==> config.mk <==
export PLATFORM = sky130hd
export DESIGN_NAME = url_path_split_percent_decode_core
export DESIGN_NICKNAME = d
export VERILOG_FILES = /design/src/sv/upspd_pkg.sv /design/src/sv/url_path_split_percent_decode_core.sv
export VERILOG_INCLUDE_DIRS = /design/src /design/src/sv
export SDC_FILE = /design/constraint.sdc
export NUM_CORES = 1
export LEC_CHECK = 0
export BUFFER_PORTS_ARGS = -buffer_cell sky130_fd_sc_hd__buf_2
export CORE_AREA = 2 2 61 63
export CTS_CLUSTER_DIAMETER = 30
export CTS_CLUSTER_SIZE = 14
export DETAILED_ROUTE_END_ITERATION = 6
export DIE_AREA = 0 0 63 65
export PLACE_DENSITY = 0.77
export SLEW_MARGIN = 15
export SYNTH_ARGS = -nofsm -noshare
export SYNTH_HDL_FRONTEND = slang
export SYNTH_SLANG_ARGS = --single-unit
==> constraint.sdc <==
create_clock -name clk -period 2.5 [get_ports clk]
set_input_delay 0.25 -clock clk [delete_from_list [all_inputs] [get_ports clk]]
set_output_delay 0.25 -clock clk [all_outputs]
set_load 0.03 [all_outputs]
==> src/sv/url_path_split_percent_decode_core_macros.svh <==
// Assertion macros shared by the URL path splitter and percent decoder RTL.
// No dependencies; defining ASSERT_OFF compiles every check away.
`ifndef URL_PATH_SPLIT_PERCENT_DECODE_CORE_MACROS_SVH
`define URL_PATH_SPLIT_PERCENT_DECODE_CORE_MACROS_SVH
`ifndef ASSERT_OFF
// Check on every rising edge of clk, ignored while rst_n is low.
`define UPSPD_ASSERT(lbl, prop) \
  lbl: assert property (@(posedge clk) disable iff (!rst_n) prop) \
    else $error("url path decoder check failed");
// Check on every rising edge of clk, reset cycles included.
`define UPSPD_ASSERT_ALWAYS(lbl, prop) \
  lbl: assert property (@(posedge clk) prop) \
    else $error("url path decoder reset check failed");
`else
`define UPSPD_ASSERT(lbl, prop)
`define UPSPD_ASSERT_ALWAYS(lbl, prop)
`endif
`endif

==> src/sv/upspd_pkg.sv <==
// Character codes and hex digit decoding for the URL path splitter.
// No dependencies.
`timescale 1ns / 1ps

package upspd_pkg;

  localparam logic [7:0] CH_HASH    = 8'h23;  // '#'
  localparam logic [7:0] CH_QUEST   = 8'h3F;  // '?'
  localparam logic [7:0] CH_PERCENT = 8'h25;  // '%'
  localparam logic [7:0] CH_PLUS    = 8'h2B;  // '+'
  localparam logic [7:0] CH_SPACE   = 8'h20;  // ' '
  localparam logic [7:0] CH_ZERO    = 8'h30;  // '0'
  localparam logic [7:0] CH_NINE    = 8'h39;  // '9'
  localparam logic [7:0] CH_LA      = 8'h61;  // 'a'
  localparam logic [7:0] CH_LF      = 8'h66;  // 'f'
  localparam logic [7:0] CH_UA      = 8'h41;  // 'A'
  localparam logic [7:0] CH_UF      = 8'h46;  // 'F'
  localparam logic [7:0] HEX_TEN    = 8'd10;

  typedef struct packed {
    logic       ok;
    logic [3:0] val;
  } hex_t;

  // Decodes one ASCII hex digit; ok is low for any other byte.
  function automatic hex_t hex_digit(input logic [7:0] b);
    hex_t       h;
    logic [7:0] t;
    h.ok  = 1'b0;
    h.val = 4'd0;
    t     = 8'd0;
    if (b >= CH_ZERO && b <= CH_NINE) begin
      t = b - CH_ZERO;
      h.ok = 1'b1;
    end else if (b >= CH_LA && b <= CH_LF) begin
      t = b - CH_LA + HEX_TEN;
      h.ok = 1'b1;
    end else if (b >= CH_UA && b <= CH_UF) begin
      t = b - CH_UA + HEX_TEN;
      h.ok = 1'b1;
    end
    h.val = t[3:0];
    return h;
  endfunction

endpackage

==> src/sv/url_path_split_percent_decode_core.sv <==
// Top level of the URL path splitter and percent decoder.
// Depends on upspd_pkg and url_path_split_percent_decode_core_macros.svh.
`timescale 1ns / 1ps
`include "url_path_split_percent_decode_core_macros.svh"

// How to use this block:
// Feed one byte of a request target per request on the in_ channel, with
// in_last high on the final byte. Every input request yields exactly one
// request on the out_ channel. In the path part (before the first '?'),
// '+' becomes a space and a '%' escape with two hex digits becomes one byte;
// query bytes pass raw with out_part high; from the first '#' on, nothing is
// produced (out_has_byte low). A malformed or cut-short escape raises
// out_bad_escape once, and the rest of that target is swallowed.
// out_target_done marks the result of the byte that carried in_last.
// The result is registered twice before it can be taken: once in the input
// register, once in the result register. Throughput is one byte per cycle
// while out_stall does not hold the result register; the only loop is the
// region state update, a few gate levels between the two registers.
// When out_stall is high the result register holds; the input register
// still takes one more request, after which in_stall rises in the same
// cycle as out_stall. Reset (synchronous rst_n low) empties both registers
// and returns the decoder to the start of a path.
module url_path_split_percent_decode_core (
  input  logic       clk,
  input  logic       rst_n,
  input  logic       in_valid,
  output logic       in_stall,
  input  logic [7:0] in_byte,
  input  logic       in_last,
  output logic       out_valid,
  input  logic       out_stall,
  output logic [7:0] out_byte,
  output logic       out_has_byte,
  output logic       out_part,
  output logic       out_bad_escape,
  output logic       out_target_done
);

  typedef enum logic [2:0] {
    MODE_PATH   = 3'd0,
    MODE_ESC_HI = 3'd1,
    MODE_ESC_LO = 3'd2,
    MODE_QUERY  = 3'd3,
    MODE_DROP   = 3'd4,
    MODE_ERR    = 3'd5
  } mode_t;

  // Input register.
  logic       st_valid_r;
  logic [7:0] st_byte_r;
  logic       st_last_r;

  // Decoder state.
  mode_t      mode_r, mode_nxt;
  logic [3:0] nib_r, nib_nxt;

  // Result register.
  logic       out_valid_r;
  logic [7:0] out_byte_r;
  logic       out_has_r;
  logic       out_part_r;
  logic       out_bad_r;
  logic       out_done_r;

  // Combinational result for the byte in the input register.
  logic [7:0] ob_nxt;
  logic       has_nxt;
  logic       part_nxt;
  logic       bad_nxt;

  upspd_pkg::hex_t hex;

  logic out_adv;  // result register free to load
  logic st_move;  // input register hands its byte on this cycle
  logic in_take;

  assign out_adv  = !out_valid_r || !out_stall;
  assign st_move  = st_valid_r && out_adv;
  assign in_stall = st_valid_r && !out_adv;
  assign in_take  = in_valid && !in_stall;

  assign hex = upspd_pkg::hex_digit(st_byte_r);

  always_comb begin
    mode_nxt = mode_r;
    nib_nxt  = nib_r;
    ob_nxt   = 8'd0;
    has_nxt  = 1'b0;
    part_nxt = 1'b0;
    bad_nxt  = 1'b0;
    unique case (mode_r)
      MODE_PATH: begin
        if (st_byte_r == upspd_pkg::CH_HASH) begin
          mode_nxt = MODE_DROP;
        end else if (st_byte_r == upspd_pkg::CH_QUEST) begin
          mode_nxt = MODE_QUERY;
        end else if (st_byte_r == upspd_pkg::CH_PERCENT) begin
          mode_nxt = MODE_ESC_HI;
        end else if (st_byte_r == upspd_pkg::CH_PLUS) begin
          ob_nxt  = upspd_pkg::CH_SPACE;
          has_nxt = 1'b1;
        end else begin
          ob_nxt  = st_byte_r;
          has_nxt = 1'b1;
        end
      end
      MODE_ESC_HI: begin
        if (hex.ok) begin
          nib_nxt  = hex.val;
          mode_nxt = MODE_ESC_LO;
        end else begin
          bad_nxt  = 1'b1;
          mode_nxt = MODE_ERR;
        end
      end
      MODE_ESC_LO: begin
        if (hex.ok) begin
          ob_nxt   = {nib_r, hex.val};
          has_nxt  = 1'b1;
          mode_nxt = MODE_PATH;
        end else begin
          bad_nxt  = 1'b1;
          mode_nxt = MODE_ERR;
        end
      end
      MODE_QUERY: begin
        if (st_byte_r == upspd_pkg::CH_HASH) begin
          mode_nxt = MODE_DROP;
        end else begin
          ob_nxt   = st_byte_r;
          has_nxt  = 1'b1;
          part_nxt = 1'b1;
        end
      end
      MODE_DROP: begin
        mode_nxt = MODE_DROP;
      end
      default: begin
        // Error mode and any unused code discard the byte.
        mode_nxt = MODE_ERR;
      end
    endcase

    // The end of a target closes any open escape as an error and rearms
    // the decoder for the next path.
    if (st_last_r) begin
      if (mode_nxt == MODE_ESC_HI || mode_nxt == MODE_ESC_LO) begin
        bad_nxt = 1'b1;
      end
      mode_nxt = MODE_PATH;
      nib_nxt  = 4'd0;
    end
  end

  always_ff @(posedge clk) begin
    if (!rst_n) begin
      st_valid_r  <= 1'b0;
      out_valid_r <= 1'b0;
      mode_r      <= MODE_PATH;
      nib_r       <= 4'd0;
    end else begin
      if (in_take) begin
        st_valid_r <= 1'b1;
      end else if (st_move) begin
        st_valid_r <= 1'b0;
      end
      if (out_adv) begin
        out_valid_r <= st_valid_r;
      end
      if (st_move) begin
        mode_r <= mode_nxt;
        nib_r  <= nib_nxt;
      end
    end
  end

  // Payload registers carry no reset.
  always_ff @(posedge clk) begin
    if (in_take) begin
      st_byte_r <= in_byte;
      st_last_r <= in_last;
    end
    if (st_move) begin
      out_byte_r <= ob_nxt;
      out_has_r  <= has_nxt;
      out_part_r <= part_nxt;
      out_bad_r  <= bad_nxt;
      out_done_r <= st_last_r;
    end
  end

  assign out_valid       = out_valid_r;
  assign out_byte        = out_byte_r;
  assign out_has_byte    = out_has_r;
  assign out_part        = out_part_r;
  assign out_bad_escape  = out_bad_r;
  assign out_target_done = out_done_r;

  // A query flag only ever travels with a produced byte.
  `UPSPD_ASSERT(a_part_has_byte, out_valid_r && out_part_r |-> out_has_r)
  // An error report never comes with a produced byte.
  `UPSPD_ASSERT(a_bad_no_byte, out_valid_r && out_bad_r |-> !out_has_r)
  // After the last byte of a target moves on, decoding restarts in the path.
  `UPSPD_ASSERT(a_last_rearms, st_move && st_last_r |=> mode_r == MODE_PATH && nib_r == 4'd0)
  // The input side only holds off while the input register is occupied.
  `UPSPD_ASSERT(a_stall_only_full, in_stall |-> st_valid_r)
  // Reset leaves both registers empty.
  `UPSPD_ASSERT_ALWAYS(a_reset_empty, !rst_n |=> !st_valid_r && !out_valid_r)

endmodule

==> results of run 1 <==
[flip-flops by register name (all words and copies together), names as in the netlist]
name             cells
st_last_r            1
out_valid            1
mode_r               3
out_has_byte         1
out_part             1
out_byte             8
nib_r                4
st_byte_r            8
st_valid_r           1
out_target_done      1
out_bad_escape       1
[placed cells by master, fill, tap and decap left out, types with 2 or more instances in the layout]
master	n
nand2_1	13
and3_2	2
nor2_1	9
nand2b_1	6
o21ai_0	6
buf_4	13
mux2_2	2
a211oi_1	2
clkbuf_4	5
buf_2	26
a21oi_1	10
nor2b_1	8
nand3_1	3
a32o_1	2
a22oi_1	2
inv_1	9
ha_1	2
o31ai_1	2
dfxtp_1	9
nor4_1	3
and3_1	3
a22o_1	2
edfxtp_1	21
mux2i_1	2
[through the flow]
| stage | power, W | setup slack [ns] | utilization | setup TNS (ns) | cells |
|---|---|---|---|---|---|
| floorplan | 0.0006451 | 0.1435 | - | 0 | 161 |
| global placement | 0.0006832 | 0.1124 | 0.5472 | 0 | 239 |
| detailed placement | 0.0006867 | 0.01582 | 0.5472 | 0 | 239 |
| CTS | 0.0009604 | 0.004433 | 0.5626 | 0 | 247 |
| global route | 0.0009969 | -0.006554 | 0.5755 | -0.006554 | 249 |
| finish | 0.0009526 | 0.1289 | 0.5755 | 0 | 249 |
[worst min path at each step]
stage / depth (start not counted) / end / slack (ns) / start
6_report: 1 / st_byte_r[3] / 0.09 / in_byte[3]
5_1_grt: 1 / st_byte_r[3] / 0.07 / in_byte[3]
4_1_cts: 1 / st_byte_r[1] / 0.08 / in_byte[1]
3_5_place_dp: 1 / st_byte_r[1] / 0.43 / in_byte[1]
3_3_place_gp: 1 / st_last_r / 0.43 / in_last
2_1_floorplan: 0 / st_byte_r[0] / 0.35 / in_byte[0]
[synth_stat cells (all sizes together), types with 2 or more instances]
| cell | number | share of area |
|---|---|---|
| and3 | 6 | 0.024 |
| a32o | 2 | 0.012 |
| a22oi | 2 | 0.0090 |
| nand2 | 13 | 0.029 |
| o21ai | 7 | 0.023 |
| a22o | 3 | 0.016 |
| ha | 3 | 0.022 |
| or2 | 2 | 0.0090 |
| a211oi | 3 | 0.013 |
| mux2i | 2 | 0.012 |
| mux2 | 2 | 0.013 |
| nor3b | 3 | 0.016 |
| nor2 | 9 | 0.020 |
| edfxtp | 21 | 0.38 |
| inv | 9 | 0.020 |
| clkbuf | 5 | 0.011 |
| o21bai | 2 | 0.016 |
| nor3 | 3 | 0.019 |
| nand2b | 6 | 0.022 |
| o31ai | 2 | 0.0090 |
| nor2b | 8 | 0.030 |
| dfxtp | 9 | 0.11 |
| nand3 | 3 | 0.0090 |
| buf | 2 | 0.0097 |
| nor4 | 3 | 0.011 |
| a21oi | 10 | 0.030 |
[cell families after synthesis]
| kind of cell | count (synthesis) |
|---|---|
| AND/OR/NAND/NOR | 65 |
| AO/OA/AOI/OAI | 42 |
| flip-flops | 30 |
| buffers and inverters | 16 |
| multiplexers | 4 |
| adder cells (fa/ha/maj) | 3 |
| XOR/XNOR | 1 |
[timing repair]
action | in CTS | in global routing
setup endpoints to repair | 0 | 6
buffers inserted | 0 | 2
gates resized for setup | 0 | 6
[where the power goes]
group / internal, W / total [W] / switching, W
registers: 0.000552 / 0.000566 / 0.0000131
clock network: 0.000104 / 0.000272 / 0.000167
logic: 0.0000480 / 0.000115 / 0.0000672
total: 0.000705 / 0.000953 / 0.000248
[cell type report]
| type | instances | area, um^2 |
|---|---|---|
| timing repair buffer | 39 | 227.7 |
| clock buffer | 5 | 37.54 |
| fill | 333 | 1484 |
| tap | 48 | 60.06 |
| multi-input combinational | 115 | 825.8 |
| clock inverter | 3 | 16.27 |
| inverter | 9 | 33.78 |
| sequential | 30 | 810.8 |
[layer usage]
metal  vias up  share of wire  GRT usage
li1        680              -          -
met1       653           0.44     0.2253
met2        52           0.50     0.3338
met3         2          0.056    0.05035
met4         0         0.0047    0.06944
met5         -              0          0
==> summary.md, run 1 <==
| Metric | Value |
|---|---|
| R2R depth | `7` |
| Die width | `63 um` |
| Antenna fix cells | `0` |
| Cell family with most CP delay | `compound AO/OA/AOI/OAI gates` |
| Largest family of logic cells by synthesized area | `simple AND/OR/NAND/NOR gates` |
| HP Class | `in2reg` |
| Mapped Avg Cell Area | `around 10 um^2` |
| CTS clk-pin slew, worst paths | `roughly 0.10 ns` |
| WP data arrival | `2.60 ns` |
| CTS buffer count | `5` |
| DR WL/cell | `14.67 um` |
| H-tree depth | `2` |
| Worst Path Required | `2.73 ns` |
| Crit path from | `st_byte_r[3]` |
| Congestion Overflow GR | `0` |
| Mux contribution to synthesized area | `0.02539` |
| Vias | `1,387` |
| DRC viols | `0` |
| CTS tree | `yes` |
| Largest net degree at the start of global routing | `21` |
| R2r endpoint | `nib_r[0]` |
| Max-slew violation count | `0` |
| GPL Wtd Cong | `0.9067` |
| Area of the core | `around 0.0035 mm^2` |
| GRT Overall Usage | `0.1909` |
| Height of the die | `65 um` |
| Initial core utilization | `0.4792` |
| CTS sink count | `30` |
| Final WL | `3654 um` |
| Distinct cells, synth | `56` |
| Share of cells above drive strength 1 | `0.3383` |
| 1st-iter DRT viols | `55` |
| Leak | `0.7839 nW` |
| IO Port Bufs | `26` |
| CP Cell Sequence | `or4b_4, nor3_4, buf_4, o211ai_2, o2111a_2, o21bai_4, a32o_1` |
| Hold Fails Final Rpt | `0` |
| Xor and xnor area share after synthesis | `0.005228` |
| Number of synthesized flops with an enable pin | `21` |
| Vias per inst | `5.570` |
| Row count | `22` |
| Post-route clock period utilization | `0.9484` |
| Cell Pwr Density | `473.5 mW/mm^2` |
| Adder-Cell Fraction of Synth Area | `0.02240` |
| Clock latency on the worst-skew pair | `0.33 ns` |
| Least-Margin Pin Slew | `0.7069 ns` |
| CP endpoint | `nib_r[0]` |
| Final net count | `about 220` |
| Slowest cell on crit path | `or4b_4` |
| Top Ports | `27` |
| Fin Hold WS | `0.09146 ns` |
| First-pass GRT wire length | `5934 um` |
| Seq/Total Area, Yosys | `0.4839` |
| Flop-to-flop setup slack | `0.13 ns` |
| Area Growth Syn to Fin | `20.09%` |
| Slew margin rel. | `0.5277` |
| Area after DPL | `0.001913 mm^2` |
| Post-CTS Hold Fix Bufs | `0` |
| Simple-gate area share of the yosys netlist | `0.2353` |
| Fmax | `~420 MHz` |
| Min Clock Period, post-route | `2.371 ns` |
| Maxcap violations | `0` |
| Finish-stage setup viols | `0` |
| Critical R2R Launch | `st_byte_r[3]` |
| Compound-Gate Fraction of Synth Area | `0.1867` |
| CP startpoint kind | `register` |
| HPWL after DPL | `approximately 2800 um` |
| Setup CP Type | `reg2reg` |
| Final ANT Viol Nets | `0` |
| FF+latch count, synth | `30` |
| Primary FF master, synth | `edfxtp_1` |
| Worst path max stage delay | `0.61 ns` |
| 1st-pass router iterations | `4` |
| Initial antenna violation count | `0` |
| Die Area | `0.004095 mm^2` |
| Cell Area, Synth | `approximately 0.0017 mm^2` |
| Skew final | `0.01101 ns` |
| Worst Setup End Kind | `register` |
| VDD IR max | `around 0.34 mV` |
| Yosys warns | `0` |
| Vias in the first global route | `around 1,300` |
| Crit path depth | `7` |
| Final instance area | `just over 0.002 mm^2` |
| CTS Buffer Depth | `2` |
| Gate count of the mapped netlist | `161` |
| CTS root buf | `clkbuf_4` |
| Asr flop ratio synth | `0` |
| Critical path peak fanout | `8` |
| Post-Synthesis Net Count | `177` |
| Status | `finished, final reports clean` |
| Buf+Inv Stages, Crit Path | `1` |
Power figures use the tool's default switching activity.
==> inputs of run 2 (changes only) <==
--- a/config.mk
+++ b/config.mk
@@ -6,13 +6,14 @@
 export SDC_FILE = /design/constraint.sdc
 export NUM_CORES = 1
 export LEC_CHECK = 0
+export ABC_AREA = 1
 export BUFFER_PORTS_ARGS = -buffer_cell sky130_fd_sc_hd__buf_2
-export CORE_AREA = 2 2 61 63
+export CORE_AREA = 2 2 66 68
 export CTS_CLUSTER_DIAMETER = 30
 export CTS_CLUSTER_SIZE = 14
 export DETAILED_ROUTE_END_ITERATION = 6
-export DIE_AREA = 0 0 63 65
-export PLACE_DENSITY = 0.77
+export DIE_AREA = 0 0 68 70
+export PLACE_DENSITY = 0.65
 export SLEW_MARGIN = 15
 export SYNTH_ARGS = -nofsm -noshare
 export SYNTH_HDL_FRONTEND = slang
==> summary.md, run 2 <==
| Metric | Value |
|---|---|
| Min Clock Period, post-route | `1.817 ns (was 2.371 ns)` |
| Least-Margin Pin Slew | `0.3954 ns (was 0.7069 ns)` |
| Reg power frac | `0.547 (was 0.594)` |
| Congestion Overflow GR | `0 (unchanged)` |
| Area of the core | `0.004144 mm^2 (was 0.003496 mm^2)` |
| Maxcap violations | `0 (unchanged)` |
| CTS buffer count | `5 (unchanged)` |
| DR WL/cell | `10.89 um (was 14.67 um)` |
| Antenna fix cells | `0 (unchanged)` |
| Setup tns final | `0 ns (unchanged)` |
| Commonest non-fill, non-tap cell in the layout | `nand2_1 (was buf_2)` |
| Clock group share of total power | `0.349 (was 0.285)` |
| Switching power | `0.0002547 W (was 0.0002478 W)` |
| Cell taking the most area after synthesis | `edfxtp_1 (unchanged)` |
| Post-route clock period utilization | `0.7269 (was 0.9484)` |
| Post-synth top cells | `51 x nand2_1, 23 x inv_1, 21 x edfxtp_1 (was 21 x edfxtp_1, 13 x nand2_1, 10 x a21oi_1)` |
| Largest net degree at the start of global routing | `15 (was 21)` |
| Finish-stage setup viols | `0 (unchanged)` |
| RSZ-0062 raised after global routing | `no` |
| Post-CTS resize count | `0 (unchanged)` |
| VDD IR max | `0.2413 mV (was 0.3422 mV)` |
| Yosys warns | `0 (unchanged)` |
| Top post-synthesis cells by area | `edfxtp_1 40%, nand2_1 12%, dfxtp_1 11%, inv_1 5.5%, nor2_1 3.8% (was edfxtp_1 38%, dfxtp_1 11%, a21oi_1 3.0%, nor2b_1 3.0%, nand2_1 2.9%)` |
| Die Area | `0.004760 mm^2 (was 0.004095 mm^2)` |
| Status | `finished, final reports clean (unchanged)` |
| 1st-pass router iterations | `6 (was 4)` |
| Vias in the first global route | `1,189 (was 1,319)` |
| Fillers | `416 (was 333)` |
| Seq/Total Area, Yosys | `0.5159 (was 0.4839)` |
| HPWL after DPL | `2341 um (was 2751 um)` |
| Mapped Avg Cell Area | `8.449 um^2 (was 10.41 um^2)` |
| CTS clk-pin slew, worst paths | `0.06 ns (was 0.10 ns)` |
| DRC viols | `0 (unchanged)` |
| Area Growth Syn to Fin | `17.60% (was 20.09%)` |
| Height of the die | `70 um (was 65 um)` |
| Vias | `1,245 (was 1,387)` |
| Setup CP Type | `reg2reg (unchanged)` |
| CTS Buffer Depth | `2 (unchanged)` |
| Register area | `810.8 um^2 (unchanged)` |
| Initial core utilization | `0.3792 (was 0.4792)` |
| CTS root buf | `clkbuf_8 (was clkbuf_4)` |
| First-pass GRT wire length | `5209 um (was 5934 um)` |
| IO Port Bufs | `26 (unchanged)` |
| CTS sink count | `30 (unchanged)` |
| CTS tree | `yes (unchanged)` |
| Final WL | `2961 um (was 3654 um)` |
| Critical path peak fanout | `8 (unchanged)` |
| 1st-iter DRT viols | `54 (was 55)` |
| HP Class | `in2reg (unchanged)` |
| Final instance area | `0.001848 mm^2 (was 0.002012 mm^2)` |
| Postcts setup bufs | `0 (unchanged)` |
| Clock latency on the worst-skew pair | `0.28 ns (was 0.33 ns)` |
| Footprint of the multi-input gates | `640.6 um^2 (was 825.8 um^2)` |
| Distinct cells, synth | `25 (was 56)` |
| Share of cells above drive strength 1 | `0.2773 (was 0.3383)` |
| Area after DPL | `0.001767 mm^2 (was 0.001913 mm^2)` |
| Logic pwr share | `0.104 (was 0.121)` |
| Cell Pwr Density | `559.8 mW/mm^2 (was 473.5 mW/mm^2)` |
| GPL Wtd Cong | `0.8962 (was 0.9067)` |
| Top cell type's share of synthesized area | `0.4013 (was 0.3764)` |
| Total Power | `0.001034 W (was 0.0009526 W)` |
| Leak | `0.8728 nW (was 0.7839 nW)` |
| Asr flop ratio synth | `0 (unchanged)` |
| Post-Synthesis Net Count | `202 (was 177)` |
| H-tree depth | `2 (unchanged)` |
| Die width | `68 um (was 63 um)` |
| Top Ports | `27 (unchanged)` |
| Final ANT Viol Nets | `0 (unchanged)` |
| CP startpoint kind | `register (unchanged)` |
| Fmax | `550.3 MHz (was 421.8 MHz)` |
| Worst Path Required | `2.54 ns (was 2.73 ns)` |
| Vias per inst | `4.577 (was 5.570)` |
| Max-slew violation count | `0 (unchanged)` |
| Primary FF master, synth | `edfxtp_1 (unchanged)` |
| Skew final | `0.006849 ns (was 0.01101 ns)` |
| GRT Overall Usage | `0.1472 (was 0.1909)` |
| Sw frac | `0.2462 (was 0.2601)` |
| Worst Setup End Kind | `register (unchanged)` |
| Gate count of the mapped netlist | `186 (was 161)` |
| FF+latch count, synth | `30 (unchanged)` |
| Most common cell in the synthesized netlist | `nand2_1 (was edfxtp_1)` |
| Initial antenna violation count | `0 (unchanged)` |
| WP data arrival | `1.86 ns (was 2.60 ns)` |
| Cell Area, Synth | `0.001572 mm^2 (was 0.001675 mm^2)` |
| P_int | `0.0007798 W (was 0.0007048 W)` |
| Post-CTS Hold Fix Bufs | `0 (unchanged)` |
| Number of synthesized flops with an enable pin | `21 (unchanged)` |
| Final net count | `235 (was 216)` |
| Hold Fails Final Rpt | `0 (unchanged)` |
| Most frequent cells in the layout | `51 x nand2_1, 26 x buf_2, 23 x inv_1 (was 26 x buf_2, 21 x edfxtp_1, 13 x nand2_1, 13 x buf_4, 10 x a21oi_1)` |
| Slew margin rel. | `0.7358 (was 0.5277)` |
| Row count | `24 (was 22)` |
-- run 2: power by group through the flow --
stage | Clock [W] | Sequential (W) | Combinational (W)
after detailed placement | 0 | 0.000577 | 0.000108
final | 0.000361 | 0.000566 | 0.000108
after CTS | 0.000371 | 0.000566 | 0.000109
after global placement | 0 | 0.000576 | 0.000108
after global routing | 0.000394 | 0.000569 | 0.000120
after floorplan | 0 | 0.000595 | 0.0000580
-- run 2: cell families after synthesis --
kind of cell,share of synthesized area
and+or+nand+nor,0.2834
buffers and inverters,0.07643
DFF,0.5159
AOI/OAI and AO/OA,0.09476
adders and majority gates,0.02389
xor gates and xnor gates,0.005574
-- run 2: layout make-up --
| cell class | count | share of cell area |
|---|---|---|
| Timing Repair Buffer | 26 | 0.07041 |
| Tap cell | 52 | 0.03521 |
| Clock inverter | 2 | 0.004739 |
| Sequential cell | 30 | 0.4387 |
| Multi-Input combinational cell | 124 | 0.3466 |
| Inverter | 32 | 0.06500 |
| Clock buffer | 6 | 0.03927 |
-- run 2: final timing paths --
path | to | slack (ns) | cells past startpoint | start
min reg2reg | nib_r[0] | 0.46 | 2 | nib_r[0]
max | out_bad_escape | 0.68 | 12 | st_byte_r[0]
min | st_byte_r[6] | 0.14 | 1 | in_byte[6]
max reg2reg | out_bad_escape | 0.68 | 12 | st_byte_r[0]
-- run 2: critical path: stages (launching register included) --
cell	delay, ns
edfxtp_1	0.41
inv_1	0.09
ha_1	0.25
o21ai_2	0.16
nand2_2	0.07
nand2_4	0.12
nand2_4	0.08
nand2_4	0.07
nand2_1	0.07
nor2_1	0.08
nand2_1	0.05
nand3_1	0.06
nand2_1	0.05
-- run 2: metrics by stage --
step | worst slack, ns | utilization | std cells | hold slack (ns)
4_1_cts | 0.6871 | 0.4460 | 272 | 0.1360
3_3_place_gp | 0.7147 | 0.4263 | 264 | 0.4270
6_report | 0.6827 | 0.4460 | 272 | 0.1436
5_1_grt | 0.5369 | 0.4460 | 272 | 0.1299
2_1_floorplan | 0.8240 | - | 186 | 0.3489
3_5_place_dp | 0.7076 | 0.4263 | 264 | 0.4281
-- run 2: per-layer routing --
layer / GRT usage / part of all wire / vias up
li1: - / - / 658
met1: 0.1822 / 0.45 / 547
met2: 0.2255 / 0.48 / 32
met3: 0.04831 / 0.044 / 8
met4: 0.07333 / 0.026 / 0
met5: 0 / 0 / -
==> inputs of run 3 (changes only) <==
--- a/config.mk
+++ b/config.mk
@@ -6,13 +6,13 @@
 export SDC_FILE = /design/constraint.sdc
 export NUM_CORES = 1
 export LEC_CHECK = 0
-export ABC_AREA = 1
+export ABC_AREA = 0
 export BUFFER_PORTS_ARGS = -buffer_cell sky130_fd_sc_hd__buf_2
-export CORE_AREA = 2 2 66 68
+export CORE_AREA = 2 2 68 70
 export CTS_CLUSTER_DIAMETER = 30
 export CTS_CLUSTER_SIZE = 14
 export DETAILED_ROUTE_END_ITERATION = 6
-export DIE_AREA = 0 0 68 70
+export DIE_AREA = 0 0 70 72
 export PLACE_DENSITY = 0.65
 export SLEW_MARGIN = 15
 export SYNTH_ARGS = -nofsm -noshare
==> constraint.sdc (replaced) <==
create_clock -name clk -period 1.6 [get_ports clk]
set_input_delay 0.16 -clock clk [delete_from_list [all_inputs] [get_ports clk]]
set_output_delay 0.16 -clock clk [all_outputs]
set_load 0.03 [all_outputs]
==> summary.md, run 3 (same netlist as run 1, synthesis figures left out) <==
| Metric | Value |
|---|---|
| Status | `finished, violations left (was finished, final reports clean)` |
| Failing checks | `setup timing` |
| 1st-pass router iterations | `4 (was 6)` |
| Slew margin rel. | `0.7504 (was 0.7358)` |
| First-pass GRT wire length | `7583 um (was 5209 um)` |
| Largest net degree at the start of global routing | `14 (was 15)` |
| Die width | `70 um (was 68 um)` |
| Congestion Overflow GR | `0 (unchanged)` |
| DRC viols | `0 (unchanged)` |
| Cell Pwr Density | `669.2 mW/mm^2 (was 559.8 mW/mm^2)` |
| Hold depth | `1 (unchanged)` |
| Antenna fix cells | `0 (unchanged)` |
| Max-slew violation count | `0 (unchanged)` |
| Setup CP Type | `reg2reg (unchanged)` |
| Clock latency on the worst-skew pair | `0.28 ns (about the same)` |
| CTS clk-pin slew, worst paths | `0.07 ns (was 0.06 ns)` |
| Top Ports | `27 (unchanged)` |
| Final ANT Viol Nets | `0 (unchanged)` |
| Initial core utilization | `0.3929 (was 0.3792)` |
| Finish-stage setup viols | `18 (was 0)` |
| Fillers | `348 (was 416)` |
| RSZ-0062 raised after global routing | `yes (was no)` |
| Share of cells above drive strength 1 | `0.5618 (was 0.2773)` |
| Critical path peak fanout | `5 (was 8)` |
| Worst Setup End Kind | `register (unchanged)` |
| Vias | `1,615 (was 1,245)` |
| Maxcap violations | `0 (unchanged)` |
| Most frequent cells in the layout | `54 x buf_4, 26 x buf_2, 21 x edfxtp_1 (was 51 x nand2_1, 26 x buf_2, 23 x inv_1)` |
| Height of the die | `72 um (was 70 um)` |
| Post-CTS Hold Fix Bufs | `0 (unchanged)` |
| Die Area | `0.005040 mm^2 (was 0.004760 mm^2)` |
| Footprint of the multi-input gates | `0.001033 mm^2 (was 640.6 um^2)` |
| Commonest non-fill, non-tap cell in the layout | `buf_4 (was nand2_1)` |
| Skew final | `0.007900 ns (was 0.006849 ns)` |
| Total Power | `0.001790 W (was 0.001034 W)` |
| WP data arrival | `2.47 ns (was 1.86 ns)` |
| Post-route clock period utilization | `1.432 (was 0.7269)` |
| Vias in the first global route | `1,637 (was 1,189)` |
| GPL Wtd Cong | `0.9039 (was 0.8962)` |
| IO Port Bufs | `26 (unchanged)` |
| Worst Path Required | `1.78 ns (was 2.54 ns)` |
| HPWL after DPL | `3459 um (was 2341 um)` |
| Final net count | `266 (was 235)` |
| GRT Overall Usage | `0.1941 (was 0.1472)` |
| VDD IR max | `0.4978 mV (was 0.2413 mV)` |
| R2R depth | `7 (was 12)` |
| CTS sink count | `30 (unchanged)` |
| Area of the core | `0.004264 mm^2 (was 0.004144 mm^2)` |
| Vias per inst | `5.330 (was 4.577)` |
| CP startpoint kind | `register (unchanged)` |
| Register area | `810.8 um^2 (unchanged)` |
| DR WL/cell | `16.02 um (was 10.89 um)` |
| HP Class | `in2reg (unchanged)` |
| Initial antenna violation count | `0 (unchanged)` |
| Least-Margin Pin Slew | `0.3705 ns (was 0.3954 ns)` |
| CTS tree | `yes (unchanged)` |
| Area Growth Syn to Fin | `59.67% (was 17.60%)` |
| Final WL | `4855 um (was 2961 um)` |
| H-tree depth | `2 (unchanged)` |
| Fin Hold WS | `0.04962 ns (was 0.1436 ns)` |
| CTS buffer count | `5 (unchanged)` |
| Fmax | `436.4 MHz (was 550.3 MHz)` |
| Row count | `24 (unchanged)` |
| 1st-iter DRT viols | `94 (was 54)` |
| CTS root buf | `clkbuf_8 (unchanged)` |
| Post-layout worst setup margin | `-0.6915 ns (was 0.6827 ns)` |
| Hold Fails Final Rpt | `0 (unchanged)` |
| Min Clock Period, post-route | `2.291 ns (was 1.817 ns)` |
| CTS Buffer Depth | `2 (unchanged)` |
| Leak | `1.111 nW (was 0.8728 nW)` |
run 3: timing repair:
item	4_1_cts	5_1_grt
pin swaps	10	15
endpoints found under the hold margin	0	0
setup buffers	7	6
cloned	0	0
gates resized for setup	22	31
endpoints found under the setup margin	18	18
run 3: report_power, final:
group	total [W]	internal, W	switching [W]	leakage (nW)
logic	0.000275	0.000131	0.000144	0.794
clock network	0.000633	0.000345	0.000288	0.0472
registers	0.000882	0.000864	0.0000180	0.271
total	0.00179	0.00134	0.000450	1.11
run 3: worst paths after layout:
path | slack (ns) | start | end
max | -0.69 | st_byte_r[3] | nib_r[1]
min | 0.05 | in_byte[6] | st_byte_r[6]
max reg2reg | -0.69 | st_byte_r[3] | nib_r[1]
min reg2reg | 0.46 | nib_r[3] | nib_r[3]
run 3: critical path, cell delays in order (launching register included):
cell      delay (ns)
edfxtp_1        0.40
or4b_4          0.59
nor3_4          0.30
buf_6           0.15
o211ai_4        0.09
o2111a_2        0.19
o21bai_4        0.20
a32o_1          0.26
run 3: routing by layer:
metal  GRT usage  up-vias  wire [um]
met3     0.04583       13        216
met4      0.1026        0        168
met1      0.2118      780       1885
met5           0        -          0
li1            -      776          -
met2      0.3513       46       2585
run 3: through the flow:
step	TNS (ns)	std cells	worst slack (ns)	util	instance area, um^2
2_1_floorplan	-7.982	161	-0.6297	-	1702
3_3_place_gp	-9.562	287	-0.6759	0.5335	2275
3_5_place_dp	-10.42	287	-0.7521	0.5335	2275
4_1_cts	-8.963	300	-0.6662	0.5880	2507
5_1_grt	-10.69	303	-0.7589	0.6273	2675
6_report	-9.338	303	-0.6915	0.6273	2675
run 3: cell type report:
type / instances / area share
Inverter: 9 / 0.01263
Tap cell: 52 / 0.02432
Clock buffer: 6 / 0.03087
Multi-Input combinational cell: 115 / 0.3863
Timing Repair Buffer: 89 / 0.2381
Sequential cell: 30 / 0.3031
Clock inverter: 2 / 0.004677
